[src/hw/rtl/assert_macros.svh]
// Assertion macros shared by the RTL files of the coordinate expander.
// No dependencies; files that check their own logic include this header.
`ifndef ASSERT_MACROS_SVH
`define ASSERT_MACROS_SVH

// Same-cycle implication, sampled on clk_i, off while rst_ni is low.
`define SBCE_ASSERT_NOW(lbl, ante, cons, msg) \
  lbl: assert property (@(posedge clk_i) disable iff (!rst_ni) (ante) |-> (cons)) \
    else $error(msg);

// Next-cycle implication, sampled on clk_i, off while rst_ni is low.
`define SBCE_ASSERT_NEXT(lbl, ante, cons, msg) \
  lbl: assert property (@(posedge clk_i) disable iff (!rst_ni) (ante) |=> (cons)) \
    else $error(msg);

`endif

[src/hw/rtl/sbce_pkg.sv]
// Shared types and constants for the sparse block to coordinate expander.
// No dependencies; imported by the controller, the datapath and the top level.
`default_nettype none

package sbce_pkg;

  localparam int unsigned BlockRowW  = 24;
  localparam int unsigned ColStartW  = 27;
  localparam int unsigned BlockNumW  = 24;
  localparam int unsigned OutRowW    = 28;
  localparam int unsigned OutColW    = 28;
  localparam int unsigned ValueIdxW  = 30;
  localparam int unsigned RowBaseW   = 27;
  localparam int unsigned CfgIdxW    = 2;
  localparam int unsigned CfgDataW   = 4;
  localparam int unsigned DimCfgW    = 4;

  // Coordinates are reported one-based.
  localparam logic [OutRowW-1:0] OutputIndexBase = OutRowW'(1);

  typedef enum logic [CfgIdxW-1:0] {
    CfgBlockHeight    = 2'd0,
    CfgBlockWidth     = 2'd1,
    CfgColumnOriented = 2'd2,
    CfgValueKind      = 2'd3
  } cfg_reg_e;

  typedef enum logic [1:0] {
    KindReal    = 2'd0,
    KindComplex = 2'd1,
    KindPattern = 2'd2,
    KindUnknown = 2'd3
  } value_kind_e;

  // Controller -> datapath
  typedef struct packed {
    logic capture;    // latch request fields, row base and block size
    logic calc_base;  // value base = block number * block size
    logic load_elem;  // present next element, advance counters
  } sbce_cmd_t;

  // Datapath -> controller
  typedef struct packed {
    logic kind_unknown;  // value kind 3: request yields nothing
    logic elem_last;     // presented element is the block's last
  } sbce_status_t;

endpackage

`default_nettype wire

[src/hw/rtl/sbce_ctrl.sv]
// Sequencer for the coordinate expander: request intake, setup, element emission.
// Depends on sbce_pkg for the command and status structs.
`default_nettype none

module sbce_ctrl
  import sbce_pkg::*;
(
  input  wire logic         clk_i,
  input  wire logic         rst_ni,
  input  wire logic         in_valid_i,
  output logic              in_ready_o,
  output logic              out_valid_o,
  input  wire logic         out_ready_i,
  input  wire sbce_status_t status_i,
  output sbce_cmd_t         cmd_o
);

  typedef enum logic [1:0] {
    StIdle,
    StMul,
    StLoad,
    StEmit
  } state_e;

  state_e state_q;
  logic   out_valid_q;
  logic   in_take;
  logic   out_take;

  assign in_ready_o  = (state_q == StIdle);
  assign out_valid_o = out_valid_q;
  assign in_take     = in_valid_i && in_ready_o;
  assign out_take    = out_valid_q && out_ready_i;

  always_comb begin
    cmd_o.capture   = in_take && !status_i.kind_unknown;
    cmd_o.calc_base = (state_q == StMul);
    cmd_o.load_elem = (state_q == StLoad) ||
                      ((state_q == StEmit) && out_take && !status_i.elem_last);
  end

  always_ff @(posedge clk_i or negedge rst_ni) begin
    if (!rst_ni) begin
      state_q     <= StIdle;
      out_valid_q <= 1'b0;
    end else begin
      case (state_q)
        StIdle: begin
          if (in_take && !status_i.kind_unknown) begin
            state_q <= StMul;
          end
        end
        StMul: begin
          state_q <= StLoad;
        end
        StLoad: begin
          state_q     <= StEmit;
          out_valid_q <= 1'b1;
        end
        StEmit: begin
          if (out_take && status_i.elem_last) begin
            state_q     <= StIdle;
            out_valid_q <= 1'b0;
          end
        end
        default: begin
          state_q     <= StIdle;
          out_valid_q <= 1'b0;
        end
      endcase
    end
  end

endmodule

`default_nettype wire

[src/hw/rtl/sbce_datapath.sv]
// Datapath of the coordinate expander: configuration registers, base multipliers,
// element counters and the output payload register. Depends on sbce_pkg.
`default_nettype none

module sbce_datapath
  import sbce_pkg::*;
#(
  parameter int unsigned MAX_BLOCK_DIM = 8
) (
  input  wire logic                 clk_i,
  input  wire logic                 rst_ni,
  input  wire logic                 cfg_we_i,
  input  wire logic [CfgIdxW-1:0]   cfg_index_i,
  input  wire logic [CfgDataW-1:0]  cfg_data_i,
  input  wire logic [BlockRowW-1:0] block_row_i,
  input  wire logic [ColStartW-1:0] col_start_i,
  input  wire logic [BlockNumW-1:0] block_number_i,
  input  wire sbce_cmd_t            cmd_i,
  output sbce_status_t              status_o,
  output logic [OutRowW-1:0]        out_row_o,
  output logic [OutColW-1:0]        out_col_o,
  output logic [ValueIdxW-1:0]      value_index_o,
  output logic                      has_value_o,
  output logic                      last_o
);

  localparam int unsigned DimW  = (MAX_BLOCK_DIM > 1) ? $clog2(MAX_BLOCK_DIM) : 1;
  localparam int unsigned DimCW = $clog2(MAX_BLOCK_DIM + 1);
  localparam int unsigned SizeW = 2 * DimCW;
  localparam int unsigned KW    = (MAX_BLOCK_DIM > 1) ? $clog2(MAX_BLOCK_DIM * MAX_BLOCK_DIM) : 1;
  localparam logic [DimCfgW:0] MaxDimX = (DimCfgW + 1)'(MAX_BLOCK_DIM);

  // configuration
  logic [DimCfgW-1:0] height_q;
  logic [DimCfgW-1:0] width_q;
  logic               col_major_q;
  value_kind_e        kind_q;

  // per-block setup
  logic [RowBaseW-1:0]  row_base_q;
  logic [ColStartW-1:0] col_base_q;
  logic [BlockNumW-1:0] block_num_q;
  logic [SizeW-1:0]     size_q;
  logic [ValueIdxW-1:0] value_base_q;

  // element walk
  logic [DimW-1:0] dr_q;
  logic [DimW-1:0] dc_q;
  logic [KW-1:0]   k_q;

  // payload
  logic [OutRowW-1:0]   row_q;
  logic [OutColW-1:0]   col_q;
  logic [ValueIdxW-1:0] vidx_q;
  logic                 hv_q;
  logic                 last_q;

  logic [DimCW-1:0] r_dim;
  logic [DimCW-1:0] c_dim;
  logic             dr_end;
  logic             dc_end;

  // zero reads as one, oversize saturates
  always_comb begin
    if (height_q == '0) begin
      r_dim = DimCW'(1);
    end else if ({1'b0, height_q} > MaxDimX) begin
      r_dim = DimCW'(MAX_BLOCK_DIM);
    end else begin
      r_dim = DimCW'(height_q);
    end
    if (width_q == '0) begin
      c_dim = DimCW'(1);
    end else if ({1'b0, width_q} > MaxDimX) begin
      c_dim = DimCW'(MAX_BLOCK_DIM);
    end else begin
      c_dim = DimCW'(width_q);
    end
  end

  assign dr_end = (DimCW'(dr_q) == r_dim - DimCW'(1));
  assign dc_end = (DimCW'(dc_q) == c_dim - DimCW'(1));

  assign status_o.kind_unknown = (kind_q == KindUnknown);
  assign status_o.elem_last    = last_q;

  always_ff @(posedge clk_i or negedge rst_ni) begin
    if (!rst_ni) begin
      height_q    <= DimCfgW'(1);
      width_q     <= DimCfgW'(1);
      col_major_q <= 1'b0;
      kind_q      <= KindReal;
    end else if (cfg_we_i) begin
      case (cfg_reg_e'(cfg_index_i))
        CfgBlockHeight:    height_q    <= cfg_data_i;
        CfgBlockWidth:     width_q     <= cfg_data_i;
        CfgColumnOriented: col_major_q <= cfg_data_i[0];
        CfgValueKind:      kind_q      <= value_kind_e'(cfg_data_i[1:0]);
        default: ;
      endcase
    end
  end

  always_ff @(posedge clk_i) begin
    if (cmd_i.capture) begin
      row_base_q  <= RowBaseW'(block_row_i) * RowBaseW'(r_dim);
      col_base_q  <= col_start_i;
      block_num_q <= block_number_i;
      size_q      <= SizeW'(r_dim) * SizeW'(c_dim);
      dr_q        <= '0;
      dc_q        <= '0;
      k_q         <= '0;
    end
    if (cmd_i.calc_base) begin
      value_base_q <= ValueIdxW'(block_num_q) * ValueIdxW'(size_q);
    end
    if (cmd_i.load_elem) begin
      row_q  <= OutputIndexBase + OutRowW'(row_base_q) + OutRowW'(dr_q);
      col_q  <= OutputIndexBase + OutColW'(col_base_q) + OutColW'(dc_q);
      vidx_q <= value_base_q + ValueIdxW'(k_q);
      hv_q   <= (kind_q != KindPattern);
      last_q <= dr_end && dc_end;
      k_q    <= k_q + KW'(1);
      if (col_major_q) begin
        if (dr_end) begin
          dr_q <= '0;
          dc_q <= dc_q + DimW'(1);
        end else begin
          dr_q <= dr_q + DimW'(1);
        end
      end else begin
        if (dc_end) begin
          dc_q <= '0;
          dr_q <= dr_q + DimW'(1);
        end else begin
          dc_q <= dc_q + DimW'(1);
        end
      end
    end
  end

  assign out_row_o     = row_q;
  assign out_col_o     = col_q;
  assign value_index_o = vidx_q;
  assign has_value_o   = hv_q;
  assign last_o        = last_q;

endmodule

`default_nettype wire

[src/hw/rtl/sparse_block_to_coordinate_expander_top.sv]
// Top level of the sparse block to coordinate expander: controller plus datapath.
// Depends on sbce_pkg, sbce_ctrl, sbce_datapath and assert_macros.svh.
//
// Each input request names one nonzero block of a block-compressed sparse row
// matrix (block row, zero-based left column, block number). The block answers
// with r*c coordinate results, one per element, in row-major order, or in
// column-major order when column_oriented is set. A result carries the one-based
// row (1 + block_row*r + row in block) and column (1 + col_start + column in
// block), the value index (block_number*r*c + element offset), has_value (clear
// for pattern matrices) and last on the final element. Sums wrap to the port
// widths. Height and width of 0 count as 1 and values above MAX_BLOCK_DIM
// saturate. With value_kind 3 a request is taken and yields no result.
// Timing: one request at a time. After acceptance the block latches the fields
// with block_row*r and r*c, then forms block_number*(r*c), then loads the first
// element, then emits one element per cycle from the element counters while
// out_ready_i is high; in_ready_o rises again once the last element is taken.
// A value_kind 3 request leaves the block idle and ready.
// Configuration writes are taken every cycle (cfg_ready_o is tied high) and must
// only be issued while no block is in flight.
`default_nettype none

module sparse_block_to_coordinate_expander_top
  import sbce_pkg::*;
#(
  parameter int unsigned MAX_BLOCK_DIM = 8
) (
  input  wire logic                 clk_i,
  input  wire logic                 rst_ni,
  // configuration write channel
  input  wire logic                 cfg_valid_i,
  output logic                      cfg_ready_o,
  input  wire logic [CfgIdxW-1:0]   cfg_index_i,
  input  wire logic [CfgDataW-1:0]  cfg_data_i,
  // block request channel
  input  wire logic                 in_valid_i,
  output logic                      in_ready_o,
  input  wire logic [BlockRowW-1:0] block_row_i,
  input  wire logic [ColStartW-1:0] col_start_i,
  input  wire logic [BlockNumW-1:0] block_number_i,
  // coordinate result channel
  output logic                      out_valid_o,
  input  wire logic                 out_ready_i,
  output logic [OutRowW-1:0]        out_row_o,
  output logic [OutColW-1:0]        out_col_o,
  output logic [ValueIdxW-1:0]      value_index_o,
  output logic                      has_value_o,
  output logic                      last_o
);

`include "assert_macros.svh"

  sbce_cmd_t    cmd;
  sbce_status_t status;

  // config registers never back-pressure
  assign cfg_ready_o = 1'b1;

  sbce_ctrl u_ctrl (
    .clk_i       (clk_i),
    .rst_ni      (rst_ni),
    .in_valid_i  (in_valid_i),
    .in_ready_o  (in_ready_o),
    .out_valid_o (out_valid_o),
    .out_ready_i (out_ready_i),
    .status_i    (status),
    .cmd_o       (cmd)
  );

  sbce_datapath #(
    .MAX_BLOCK_DIM (MAX_BLOCK_DIM)
  ) u_datapath (
    .clk_i          (clk_i),
    .rst_ni         (rst_ni),
    .cfg_we_i       (cfg_valid_i && cfg_ready_o),
    .cfg_index_i    (cfg_index_i),
    .cfg_data_i     (cfg_data_i),
    .block_row_i    (block_row_i),
    .col_start_i    (col_start_i),
    .block_number_i (block_number_i),
    .cmd_i          (cmd),
    .status_o       (status),
    .out_row_o      (out_row_o),
    .out_col_o      (out_col_o),
    .value_index_o  (value_index_o),
    .has_value_o    (has_value_o),
    .last_o         (last_o)
  );

  // Results and request intake never overlap.
  `SBCE_ASSERT_NOW(a_no_intake_while_emitting, out_valid_o, !in_ready_o, "intake during emission")
  // A freshly taken request needs setup before its first result.
  `SBCE_ASSERT_NEXT(a_setup_before_result, in_valid_i && in_ready_o, !out_valid_o, "result without setup")
  // Within a block, results follow back to back until last.
  `SBCE_ASSERT_NEXT(a_block_continues, out_valid_o && out_ready_i && !last_o, out_valid_o, "block cut short")
  // The last element closes the block.
  `SBCE_ASSERT_NEXT(a_last_closes, out_valid_o && out_ready_i && last_o, !out_valid_o && in_ready_o, "emission past last")

endmodule

`default_nettype wire

[config.mk]
export PLATFORM = sky130hd
export DESIGN_NAME = sparse_block_to_coordinate_expander_top
export DESIGN_NICKNAME = d
export VERILOG_FILES = /design/src/hw/rtl/sbce_pkg.sv /design/src/hw/rtl/sbce_ctrl.sv /design/src/hw/rtl/sbce_datapath.sv /design/src/hw/rtl/sparse_block_to_coordinate_expander_top.sv
export VERILOG_INCLUDE_DIRS = /design/src /design/src/hw/rtl
export SDC_FILE = /design/constraint.sdc
export NUM_CORES = 1
export LEC_CHECK = 0
export ABC_AREA = 1
export BUFFER_PORTS_ARGS = -buffer_cell sky130_fd_sc_hd__buf_2
export CORE_AREA = 5 5 189 191
export CTS_CLUSTER_SIZE = 8
export DETAILED_ROUTE_END_ITERATION = 6
export DIE_AREA = 0 0 194 196
export GPL_ROUTABILITY_DRIVEN = 0
export PLACE_DENSITY = 0.92
export SLEW_MARGIN = 10
export SYNTH_ARGS = -nofsm -noshare
export SYNTH_HDL_FRONTEND = slang
export SYNTH_SLANG_ARGS = --single-unit
[constraint.sdc]
create_clock -name clk_i -period 4.8 [get_ports clk_i]
set_input_delay 0 -clock clk_i [delete_from_list [all_inputs] [get_ports clk_i]]
set_output_delay 0 -clock clk_i [all_outputs]
set_load 0.005 [all_outputs]
* Yosys cells after proc, flatten, opt, wreduce, memory -nomap -nowiden
Cells that the tools add are included.
Word-level totals: register bits after elaboration 230, bits of input ports 86, output and inout bits 91, word-level logic and storage cells 89
Operators by class: add/subtract/negate cells 10, multiply operators 3, $lt $le $gt $ge 2, equal/unequal tests 12, multiplexer cells 21, reduce and logical (&&, ||, !) cells 22
Operators by type and width (count):
- adder 1 x 27 -> 28 bit (first input constant) | 2
- adder 28 x 3 -> 28 bit | 2
- adder 30 x 6 -> 30 bit | 1
- multiplier 24 x 8 -> 30 bit | 1
- 2-to-1 mux 3 bit | 10
- multiplier 24 x 4 -> 27 bit | 1
- 2-to-1 mux 4 bit | 4
- 2-to-1 mux 6 bit | 2
- AND reduction 2 bit | 6
- equality test 2 bit (second input constant) | 5
- equality test 3 x 4 -> 1 bit | 2
- > comparator 4 bit (second input constant) | 2
- zero test 4 bit | 2
- multiplier 4 x 4 -> 8 bit | 1
- one-hot mux 2 bit (4 select lines) | 1
- subtractor 4 x 1 -> 4 bit (second input constant) | 2
- logical AND 1 bit | 7
- adder 3 x 1 -> 3 bit (second input constant) | 2
- adder 6 x 1 -> 6 bit (second input constant) | 1
- inequality test 2 bit (second input constant) | 3
- equality test 2 x 1 -> 1 bit (second input constant) | 2
- zero test 2 bit | 2
- 2-to-1 mux 2 bit | 2
- nonzero test 2 bit | 2
- other kinds (4) | 5

* Longest topological paths before layout
Gate-level depths: netlist of the first run.
depth in word-level cells 8, mapped depth 23, depth with buffers taken out 22

* Modules after synthesis
From an unflattened synthesis of the first run, not the netlist that was laid out.
Second synthesis, totals: cell total of the unflattened synthesis 2275, area, all modules 19707.7 µm²
Modules (own cells, without submodules):
- sbce_datapath | times used 1, cells each 2244, area each 19457.4 µm², sequential area each 6703.9 µm²
- sbce_ctrl | times used 1, cells each 29, area each 239.0 µm², sequential area each 75.1 µm²
- sparse_block_to_coordinate_expander_top | times used 1, cells each 2, area each 11.3 µm², sequential area each 0.0 µm²

* Worst setup path before layout of the first run
No wires, ideal clock.
path type register to register, start point register u_datapath.size_q[4], end point register u_datapath.value_base_q[26], data pin, library setup time 253 ps, arrival 3968 ps, data required time 4547 ps, path slack 580 ps, cell stages (with the launch flop) 18, path buffers 1, period minus slack after synthesis 4220 ps, cell sequence edfxtp_1 clkbuf_1 nand2_1 fa_1 inv_1 fa_1 fa_1 inv_1 fa_1 inv_1 ha_1 nand2_1 nor2_1 inv_1 nor3_1 nand2_1 nand4_1 nand2_1
Between the ends: word-level cells in the longest chain between the ends 1
RTL lines:
- start: declaration | RTL line sbce_datapath.sv:43 | logic [SizeW-1:0] size_q;
- start signal: assignment | RTL line sbce_datapath.sv:109 | size_q <= SizeW'(r_dim) * SizeW'(c_dim);
- multiplier 24 x 8 -> 30 bit | RTL line sbce_datapath.sv:115 | value_base_q <= ValueIdxW'(block_num_q) * ValueIdxW'(size_q);
- end signal: assignment | RTL line sbce_datapath.sv:115
- end: declaration | RTL line sbce_datapath.sv:44 | logic [ValueIdxW-1:0] value_base_q;
Every way passes these cells. A chain may end at the register's enable or synchronous reset.

* Final worst setup path of the first run
start point register u_datapath.size_q[6], end point register u_datapath.value_base_q[26], data pin
The elaborated chain is that of the path after synthesis.

==> run metrics, run 1 <==
outcome=finished with violations; failing checks=design-rule violations; GR Layer Usage met2=45.52%; number of global-route vias before repair=around 18,000; cell family with most CP delay=adder cells; Synth Instances=between 2,000 and 2,500; TritonCTS clock tree=done; Cell Chain, Critical Path=buf_4 -> nand2_1 -> inv_1 -> fa_1 -> fa_1 -> fa_1 -> inv_1 -> fa_1 -> inv_1 -> ha_1 -> nand2_1 -> nor2_2 -> inv_1 -> nor3_1 -> nand2_1 -> nand4_1 -> nand2_1; fin crit share=96.42%; most numerous cell in the Yosys netlist=nand2_1; Final setup viols=0; drt drc=1; Non-Filler Instances=3,136; mean routed wirelength per cell=16.37 µm; Die Y=196 µm; fin area=~23,000 µm²; worst path buffer plus inverter count=5; DR vias=approximately 17,000; Yosys top cell by area=edfxtp_1; critical path capture point type=flop; clk sink count=between 200 and 250; grt total ovfl=0; #FFs+latches synth=230; Post-Route Utilization=68.44%; placed cells=~3,000; critical path's largest stage delay=~0.55 ns; Setup Skew=about 0.017 ns; Clk network pwr share=about 13%; Post-Syn Nets=about 2,800; Post-Synthesis Cell Area=~20,000 µm²; Root Buffer=clkbuf_16; first-pass GRT wire length=85.29 mm; worst slew pin tran=approximately 1.0 ns; internal cell power=between 8 and 9 mW; startpoint types=flop; kind of critical path=reg2reg; Synth area leaders=edfxtp_1 (31%), fa_1 (18%), nand2_1 (12%); Post-DP Area=21,510 µm²; Row Count=a little under 70; initial antenna violation count=3; GR met3 Demand/Resource=between 4 and 5%; Detailed Route Iter0 Violations=roughly 1,800; sequential fraction of design power=around 23%; CORE AREA=33,950 µm²; Detailed Route WL=51.33 mm; Sw Share=between 40% and 50%; Initial Util=59.17%; H-Tree Depth=2; Net Switching=8.876 mW; Max-Cap Viols=0; Die ar.=38,020 µm²; Worst EP arrival=just under 5 ns; worst path required time=around 5 ns; largest net degree at the start of global routing=61; crit-path max FO=11; Chip Width=between 150 and 200 µm; worst rel slew slack=about 30%; Buffers on Ports=around 180; hpwl dp=38.37 mm; P_leak=12.25 nW; Seq/Total Area, Yosys=approximately a third; Pwr per Cell Area=767.7 nW/µm²; Worst-Skew Late Latency=around 0.53 ns; Achievable Freq=about 220 MHz; depth of the most critical reg-to-reg path=17; Num CTS Buffers=35; Worst-path clk slew=0.05 ns; critical path's slowest cell=fa_1; syn avg cell area=approximately 8.4 µm²; Top Usage Layer GRT=met2; Cell variety after synth=48; Final ANT Viol Nets=0; Async S/R FF share, synth=6.087%; detailed-route vias per instance=roughly 5.5; fraction of layout cells with a size suffix above 1=10.16%; Clock Path Buffers=3; Hold WC Path Type=in2reg; Slew Viols, Final=0; GRT Util Overall=between 20 and 30%; GR Util met1=roughly 34%; main flop type after synthesis=edfxtp_1; Final Hold Vio Count=0; Yosys Warn Count=0; fin crit period=between 4 and 5 ns; worst hold path depth=5; hold_ws=about 0.0089 ns; Levels on crit path=17; fillers=roughly 2,400; combinational share of power=between 60% and 70%; worst vdd ir=635.6 µV; Area Overhead vs Synth=15.66%; IO Count=177; final net count=about 3,000; 1st-pass router iterations=7; EDFF count, synth=210; Pwr Total=approximately 18 mW; top cell type's share of synthesized area=31.39%; most frequent cells after synthesis=nand2_1 (651), inv_1 (560), edfxtp_1 (210)
power groups by stage:
stage | sequential [mW] | clock (mW) | combinational (mW)
global placement | 4.08 | 0 | 10.1
floorplan | 4.01 | 0 | 7.78
global route | 4.16 | 2.44 | 12.8
detailed placement | 4.10 | 0 | 10.7
finish | 4.10 | 2.30 | 11.4
CTS | 4.08 | 2.32 | 11.1
cell families (layout without fill, tap and decap cells):
| logic type | after synthesis | in the layout | synth area share [%] |
|---|---|---|---|
| other cells | 1 | 5 | 0.01867 |
| xor+xnor | 113 | 113 | 4.927 |
| compound gates | 137 | 137 | 3.725 |
| flops | 230 | 230 | 33.75 |
| buf+inv | 614 | 886 | 11.58 |
| simple gates | 1021 | 1021 | 21.20 |
| fa+ha+maj | 289 | 289 | 24.80 |
state kept, by name, summed over array words and instances (netlist names), 2 cells and up:
name                      count
u_ctrl.state_q                2
u_datapath.block_num_q       24
u_datapath.col_base_q        27
u_datapath.dc_q               3
u_datapath.dr_q               3
u_datapath.height_q           4
u_datapath.k_q                6
u_datapath.kind_q             2
u_datapath.out_col_o         28
u_datapath.out_row_o         28
u_datapath.row_base_q        27
u_datapath.size_q             8
u_datapath.value_base_q      30
u_datapath.value_index_o     30
u_datapath.width_q            4
tightest hold or removal path: stages:
cell     delay, ns
buf_2         0.12
nand2_1       0.07
xor2_1        0.07
nand2_1       0.06
nand2_1       0.04
final timing paths:
path,start,to,slack (ns)
worst max register to register,u_datapath.size_q[6]$_DFFE_PP_,u_datapath.value_base_q[26]$_DFFE_PN_,0.17
worst min-delay path,block_row_i[23],u_datapath.row_base_q[26]$_DFFE_PP_,0.009
worst max-delay path,u_datapath.size_q[6]$_DFFE_PP_,u_datapath.value_base_q[26]$_DFFE_PN_,0.17
max in group asynchronous,rst_ni,u_ctrl.state_q[1]$_DFFE_PN0P_,3.65
worst min register to register,u_datapath.dc_q[0]$_DFF_P_,u_datapath.dc_q[0]$_DFF_P_,0.50
min in group asynchronous,rst_ni,u_datapath.height_q[0]$_DFFE_PN1P_,0.04
final cells by class:
class	count	area, µm²	area share, %
multi-input cells	1561	11000	47.35
flip-flops and latches	230	6779	29.18
inverters	565	2123	9.139
repair buffers	258	1714	7.378
clock buffers	57	968.4	4.168
well taps	455	569.3	2.450
clock inverters	6	67.56	0.2908
diodes	4	10.01	0.04308
through the flow:
| stage | worst slack [ns] | TNS, ns |
|---|---|---|
| floorplan | 0.5796 | 0 |
| global placement | 0.3857 | 0 |
| detailed placement | 0.2474 | 0 |
| CTS | 0.2398 | 0 |
| global route | -0.02285 | -0.02285 |
| finish | 0.1719 | 0 |
cells in the final DEF, fill, tap and decap left out, drive strengths merged, types with 2 or more instances in the layout:
cell type,instances
a21boi,2
a21oi,73
a31oi,2
and2,3
and3,2
buf,192
clkbuf,57
clkinv,8
dfrtp,12
dfstp,2
dfxtp,6
diode,4
dlygate4sd3,66
edfxtp,210
fa,182
ha,107
inv,563
nand2,660
nand3,97
nand3b,6
nand4,48
nor2,173
nor3,25
nor4,4
o21ai,50
o21bai,6
or2,2
xnor2,41
xor2,72
repair_timing:
item / CTS / global route
setup buffers: 0 / 0
resized for setup: 0 / 5
hold buffers: 66 / 0
setup endpoints to repair: 0 / 3
endpoints found under the hold margin: 78 / 0
routing by layer:
layer	vias up	share of wire (%)
met4	0	4.9
met1	8093	38
met3	275	9.1
met5	-	0
li1	7864	-
met2	1082	48
(Power assumes the default switching activity.)
==> run 2, diff against run 1 <==
--- a/config.mk
+++ b/config.mk
@@ -7,6 +7,7 @@
 export NUM_CORES = 1
 export LEC_CHECK = 0
 export ABC_AREA = 1
+export ABC_CLOCK_PERIOD_IN_PS = 4800
 export BUFFER_PORTS_ARGS = -buffer_cell sky130_fd_sc_hd__buf_2
 export CORE_AREA = 5 5 189 191
 export CTS_CLUSTER_SIZE = 8
@@ -14,6 +15,7 @@
 export DIE_AREA = 0 0 194 196
 export GPL_ROUTABILITY_DRIVEN = 0
 export PLACE_DENSITY = 0.92
+export REMOVE_ABC_BUFFERS = 1
 export SLEW_MARGIN = 10
 export SYNTH_ARGS = -nofsm -noshare
 export SYNTH_HDL_FRONTEND = slang
==> run 2 against run 1 <==
  * Sequential share of layout area hardly changed
  * Fmax is 0.73% higher
  * Register-to-register slack better by 0.03 ns
  * Worst setup slack better by 0.034 ns
  * Sequential power hardly changed
  * Utilization is 0.11 points higher
  * Clock skew is 0.0047 ns higher
  * Hold slack better by 0.011 ns
  * Critical path type unchanged
  * The flow now finishes without violations
  * Final area is 0.16% higher
  * Via count is 0.58% higher
  * Critical endpoint is now u_datapath.value_base_q[24]$_DFFE_PN_
  * Final cell count hardly changed
  * Wire length is 2.7% higher
==> run metrics, run 2 (synthesis results as in run 1) <==
outcome=completed; TritonCTS clock tree=done; Max-Cap Viols=0; P_leak=about 12 nW; Met1 Wirelength=approximately 19 mm; Die ar.=38,020 µm²; 1st-pass router iterations=7; post-CTS setup buffer count=0; kind of critical path=reg2reg; fraction of layout cells with a size suffix above 1=10.07%; Buffers on Ports=between 150 and 200; first-pass GRT wire length=around 86 mm; Pwr Total=~18 mW; Worst EP arrival=between 4 and 5 ns; DR WL met3=around 5.2 mm; Final ANT Viol Nets=0; worst slew pin tran=between 0.9 and 1 ns; Final WS setup=between 0.2 and 0.25 ns; largest net degree at the start of global routing=62; drt drc=0; Slew Viols, Final=0; Clock Path Buffers=3; Area Overhead vs Synth=15.84%; DP Worst Slack=0.2547 ns; startpoint types=flop; DR vias=approximately 17,000; final net count=a little over 3,000; fin crit share=a little over nine tenths; Hold WC Path Type=in2reg; hpwl dp=between 30 and 40 mm; mean routed wirelength per cell=around 17 µm; worst path required time=~5 ns; RSZ-0062 raised after global routing=yes; clk sink count=230; CORE AREA=roughly 34,000 µm²; grt total ovfl=0; hold_ws=between 0.015 and 0.02 ns; commonest non-fill, non-tap cell in the layout=nand2_1; Final setup viols=0; Die Y=between 150 and 200 µm; met2 wire length=around 26 mm; Initial Util=roughly 59%; crit-path max FO=8; Worst-path clk slew=roughly 0.05 ns; Detailed Route WL=~53 mm; fin crit period=approximately 4.6 ns; worst rel slew slack=a little over a third; worst vdd ir=a little over 700 µV; GRT Util Overall=between 20% and 30%; Detailed Route Iter0 Violations=approximately 1,600; H-Tree Depth=2; detailed-route vias per instance=5.550; IO Count=~180; Root Buffer=clkbuf_16; Final Hold Vio Count=0; Setup Skew=between 0.02 and 0.025 ns; most frequent cells in the layout=nand2_1 (651), inv_1 (559), edfxtp_1 (210); Row Count=68; Worst-Skew Late Latency=0.53 ns; Pwr per Cell Area=about 760 nW/µm²; Num CTS Buffers=35; Achievable Freq=about 220 MHz; top sig layer=met5; Chip Width=~190 µm; critical path capture point type=flop; number of global-route vias before repair=18,150; initial antenna violation count=4
## run 2: changes by cell type in the layout (fill, tap and decap cells not counted), sizes merged
| cell | delta |
|---|---|
| bufinv | +1 |
| diode | -1 |
| clkinvlp | +1 |
| clkinv | -5 |
| inv | +1 |
| buf | +2 |
| dlygate4sd3 | +2 |
| clkbuf | +1 |
## run 2: layout make-up
class                      instances  area (µm²)
inverter                         565        2123
tap                              455       569.3
multi-input combinational       1561       10990
clock inverter                     4       66.31
antenna                            3       7.507
clock buffer                      58       962.2
fill                            2389       10680
timing repair buffer             262        1774
sequential                       230        6779
## run 2: routing by layer
metal,vias to the layer above,global-route usage (%)
met3,285,5.307
met1,8118,32.79
met2,1136,47.52
met5,-,0
li1,7874,-
met4,2,14.24
## run 2: repair_timing
item / in CTS / in global routing
endpoints found under the hold margin: 78 / 0
gates resized for setup: 0 / 3
hold buffers: 68 / 0
endpoints found under the setup margin: 0 / 2
## run 2: critical path: stages, from the launching register on
cell and delay [ns]:
edfxtp_1 0.57, nand2_1 0.16, fa_1 0.57, inv_1 0.05
fa_1 0.46, fa_1 0.57, inv_1 0.07, fa_1 0.57
inv_1 0.06, ha_1 0.37, a21oi_1 0.20, o21ai_0 0.14
a21oi_1 0.30, nand3_1 0.13, nand2_1 0.07, nand2_1 0.06
## run 2: per-stage QoR
stage	area, µm²	std cells	TNS (ns)	utilization, %
finish	23270	3138	0	68.54
global route	23270	3137	-0.007037	68.54
CTS	23260	3135	0	68.51
detailed placement	21550	3005	0	63.47
global placement	21550	3005	0	63.47
floorplan	19880	2356	0	-
## run 2: final timing paths
kind,start,end,slack [ns],depth (start not counted)
min reg2reg,u_datapath.width_q[0]$_DFFE_PN1P_,u_datapath.width_q[0]$_DFFE_PN1P_,0.52,2
min,block_row_i[23],u_datapath.row_base_q[26]$_DFFE_PP_,0.02,5
max in group asynchronous,rst_ni,u_datapath.col_major_q$_DFFE_PN0P_,3.62,3
max reg2reg,u_datapath.block_num_q[19]$_DFFE_PP_,u_datapath.value_base_q[24]$_DFFE_PN_,0.21,15
max,u_datapath.block_num_q[19]$_DFFE_PP_,u_datapath.value_base_q[24]$_DFFE_PN_,0.21,15
min in group asynchronous,rst_ni,u_datapath.width_q[0]$_DFFE_PN1P_,0.04,2
## run 2: report_power, final
part           switching [mW]  internal (mW)  leakage, nW
Sequential              0.512           3.60         2.18
Clock                   0.915           1.42        0.487
Combinational            7.36           3.91         9.60
Total                    8.79           8.93         12.3
==> run 3, diff against run 2 <==
--- a/config.mk
+++ b/config.mk
@@ -6,13 +6,13 @@
 export SDC_FILE = /design/constraint.sdc
 export NUM_CORES = 1
 export LEC_CHECK = 0
-export ABC_AREA = 1
+export ABC_AREA = 0
 export ABC_CLOCK_PERIOD_IN_PS = 4800
 export BUFFER_PORTS_ARGS = -buffer_cell sky130_fd_sc_hd__buf_2
-export CORE_AREA = 5 5 189 191
+export CORE_AREA = 5 5 181 183
 export CTS_CLUSTER_SIZE = 8
 export DETAILED_ROUTE_END_ITERATION = 6
-export DIE_AREA = 0 0 194 196
+export DIE_AREA = 0 0 186 188
 export GPL_ROUTABILITY_DRIVEN = 0
 export PLACE_DENSITY = 0.92
 export REMOVE_ABC_BUFFERS = 1
==> run 3 against run 2 <==
  * Final cell count decreased by 22%
  * Worst setup slack got worse by 0.63 ns
  * Global-route usage decreased by 0.46 points
  * The flow now finishes with violations (negative setup slack)
  * Die area decreased by 8.0%
  * Critical path type unchanged
  * Sequential share of layout area increased by 0.81 points
==> run metrics, run 3 <==
Final setup viols=14; TritonCTS clock tree=done; startpoint types=flop; Cell variety after synth=between 70 and 80; initial antenna violation count=1; Final ANT Viol Nets=0; syn avg cell area=approximately 11 µm²; Die ar.=roughly 35,000 µm²; first-pass GRT wire length=approximately 76 mm; drt drc=0; hpwl dp=about 31 mm; detailed-route vias per instance=roughly 5.7; worst slew pin tran=around 1.2 ns; placed cells=2,301; IO Count=about 180; Detailed Route WL=49.44 mm; crit-path max FO=6; final net count=2,412; failing checks=negative setup slack; 1st-pass router iterations=6; largest net degree at the start of global routing=between 90 and 100; most frequent cells after synthesis=inv_1 (246), edfxtp_1 (210), and2_1 (203); commonest non-fill, non-tap cell in the layout=inv_1; Area Overhead vs Synth=24.44%; outcome=finished with violations; grt total ovfl=0; Chip Width=about 190 µm; Final WS setup=-0.4290 ns; Initial Util=roughly three fifths; ant diodes=0; Non-Filler Instances=about 2,500; Buffers on Ports=around 180; Clock Path Buffers=3; Slew Viols, Final=0; depth of the most critical reg-to-reg path=17; Row Count=65; number of global-route vias before repair=approximately 15,000; top cell type's share of synthesized area=~35%; EDFF count, synth=210; Synth Instances=1,674; fraction of layout cells with a size suffix above 1=22.89%; fin crit period=approximately 5.2 ns; Async S/R FF share, synth=~6%; Detailed Route Iter0 Violations=approximately 1,100; Setup Skew=roughly 0.021 ns; kind of critical path=reg2reg; Achievable Freq=approximately 190 MHz; H-Tree Depth=2; Root Buffer=clkbuf_16; Hold WC Path Type=in2reg; Max-Cap Viols=0; Setup TNS Final=-2.936 ns; Final Hold Vio Count=0; fin crit share=108.9%; Yosys top cell by area=edfxtp_1; DR vias=between 10,000 and 15,000; Worst-Skew Late Latency=0.53 ns; Seq/Total Area, Yosys=~37%; Yosys Warn Count=0; Synth area leaders=edfxtp_1 (35%), fa_1 (20%), ha_1 (7.4%); Num CTS Buffers=35; worst hold path depth=5; Worst-path clk slew=around 0.050 ns; GRT Util Overall=27.01%; CORE AREA=31,070 µm²; main flop type after synthesis=edfxtp_1; most frequent cells in the layout=inv_1 (225), edfxtp_1 (210), and2_1 (185); hold_ws=about 0.074 ns; RSZ-0062 raised after global routing=yes; worst rel slew slack=between 20% and 30%; worst path required time=5.05 ns; mean routed wirelength per cell=approximately 20 µm; Die Y=188 µm; critical path capture point type=flop; Worst EP arrival=5.48 ns; Post-Synthesis Cell Area=18,200 µm²; most numerous cell in the Yosys netlist=inv_1; #FFs+latches synth=230; clk sink count=230
==> run 3: cell count changes in the layout (fill, tap and decap cells not counted), sizes merged, moves of 16 or more <==
cell,change
o21ai,-17
a21o,+20
and3,+20
nand4,-32
xor2,-38
xnor2,+63
buf,+101
inv,-317
nand2,-502
nor2,-113
and2,+200
nand3,-58
nor3,-16
a21oi,-18
==> run 3: final cells by class <==
cell class	count	area (µm²)
multi-input cells	1160	10870
fillers	1870	8421
flip-flops and latches	230	6780
repair buffers	364	2559
clock buffers	48	945.9
inverters	246	927.1
well taps	402	503.0
clock inverters	5	65.06
==> run 3: through the flow <==
step,util [%],worst slack [ns],instance area [µm²]
floorplan,-,-0.2783,18050
global route,72.90,-0.5091,22650
finish,72.90,-0.4290,22650
detailed placement,64.68,-0.4624,20100
CTS,71.81,-0.2036,22310
global placement,64.68,-0.2837,20100
==> run 3: final timing paths <==
check	slack, ns	from	to
setup reg to reg	-0.43	u_datapath.size_q[2]$_DFFE_PP_	u_datapath.value_base_q[29]$_DFFE_PN_
min in group asynchronous	0.55	rst_ni	u_datapath.height_q[0]$_DFFE_PN1P_
hold reg to reg	0.53	u_datapath.dc_q[0]$_DFF_P_	u_datapath.dc_q[0]$_DFF_P_
hold / removal	0.07	in_valid_i	u_ctrl.state_q[1]$_DFFE_PN0P_
setup / recovery	-0.43	u_datapath.size_q[2]$_DFFE_PP_	u_datapath.value_base_q[29]$_DFFE_PN_
max in group asynchronous	3.24	rst_ni	u_datapath.height_q[3]$_DFFE_PN0P_
==> run 3: per-layer routing <==
layer | vias to the layer above | GRT usage [%] | share of wire [%]
met5 | - | 0 | 0.014
met4 | 2 | 12.61 | 5.9
met3 | 226 | 6.130 | 7.5
met2 | 735 | 49.34 | 52
met1 | 6834 | 29.32 | 34
li1 | 6199 | - | -
==> run 3: kinds of logic (layout without fill, tap and decap cells) <==
kind of cell               Yosys count  in the layout  synth area share, %
AOI/OAI and AO/OA                  173            173                6.422
xor gates and xnor gates           138            138                6.641
adders and majority gates          289            289                27.38
DFF                                230            230                37.25
other                                1              1              0.02061
and+or+nand+nor                    547            547                15.68
muxes                               12             12               0.7357
buffers and inverters              284            663                5.878
==> run 3: critical path, cell delays in order (launching register included) <==
cell,delay [ns]
edfxtp_1,0.52
buf_6,0.18
buf_6,0.11
and2_1,0.14
fa_1,0.51
inv_1,0.08
fa_1,0.53
fa_1,0.45
fa_1,0.53
inv_1,0.06
ha_1,0.22
or2_4,0.26
a2111oi_4,0.31
a21o_2,0.22
o21ai_2,0.07
or4b_4,0.51
a31oi_4,0.18
xnor2_1,0.09
==> run 3: repair_timing <==
action                                 CTS  global route
endpoints found under the hold margin   82             0
pin swaps                               79            36
setup endpoints to repair               14            20
hold buffers                            69             0
resized for setup                       99            66
buffers inserted                        22            12
Power of run 3 is not shown: default switching activity piles up to over one toggle a cycle in this logic, so the estimate is an artifact.
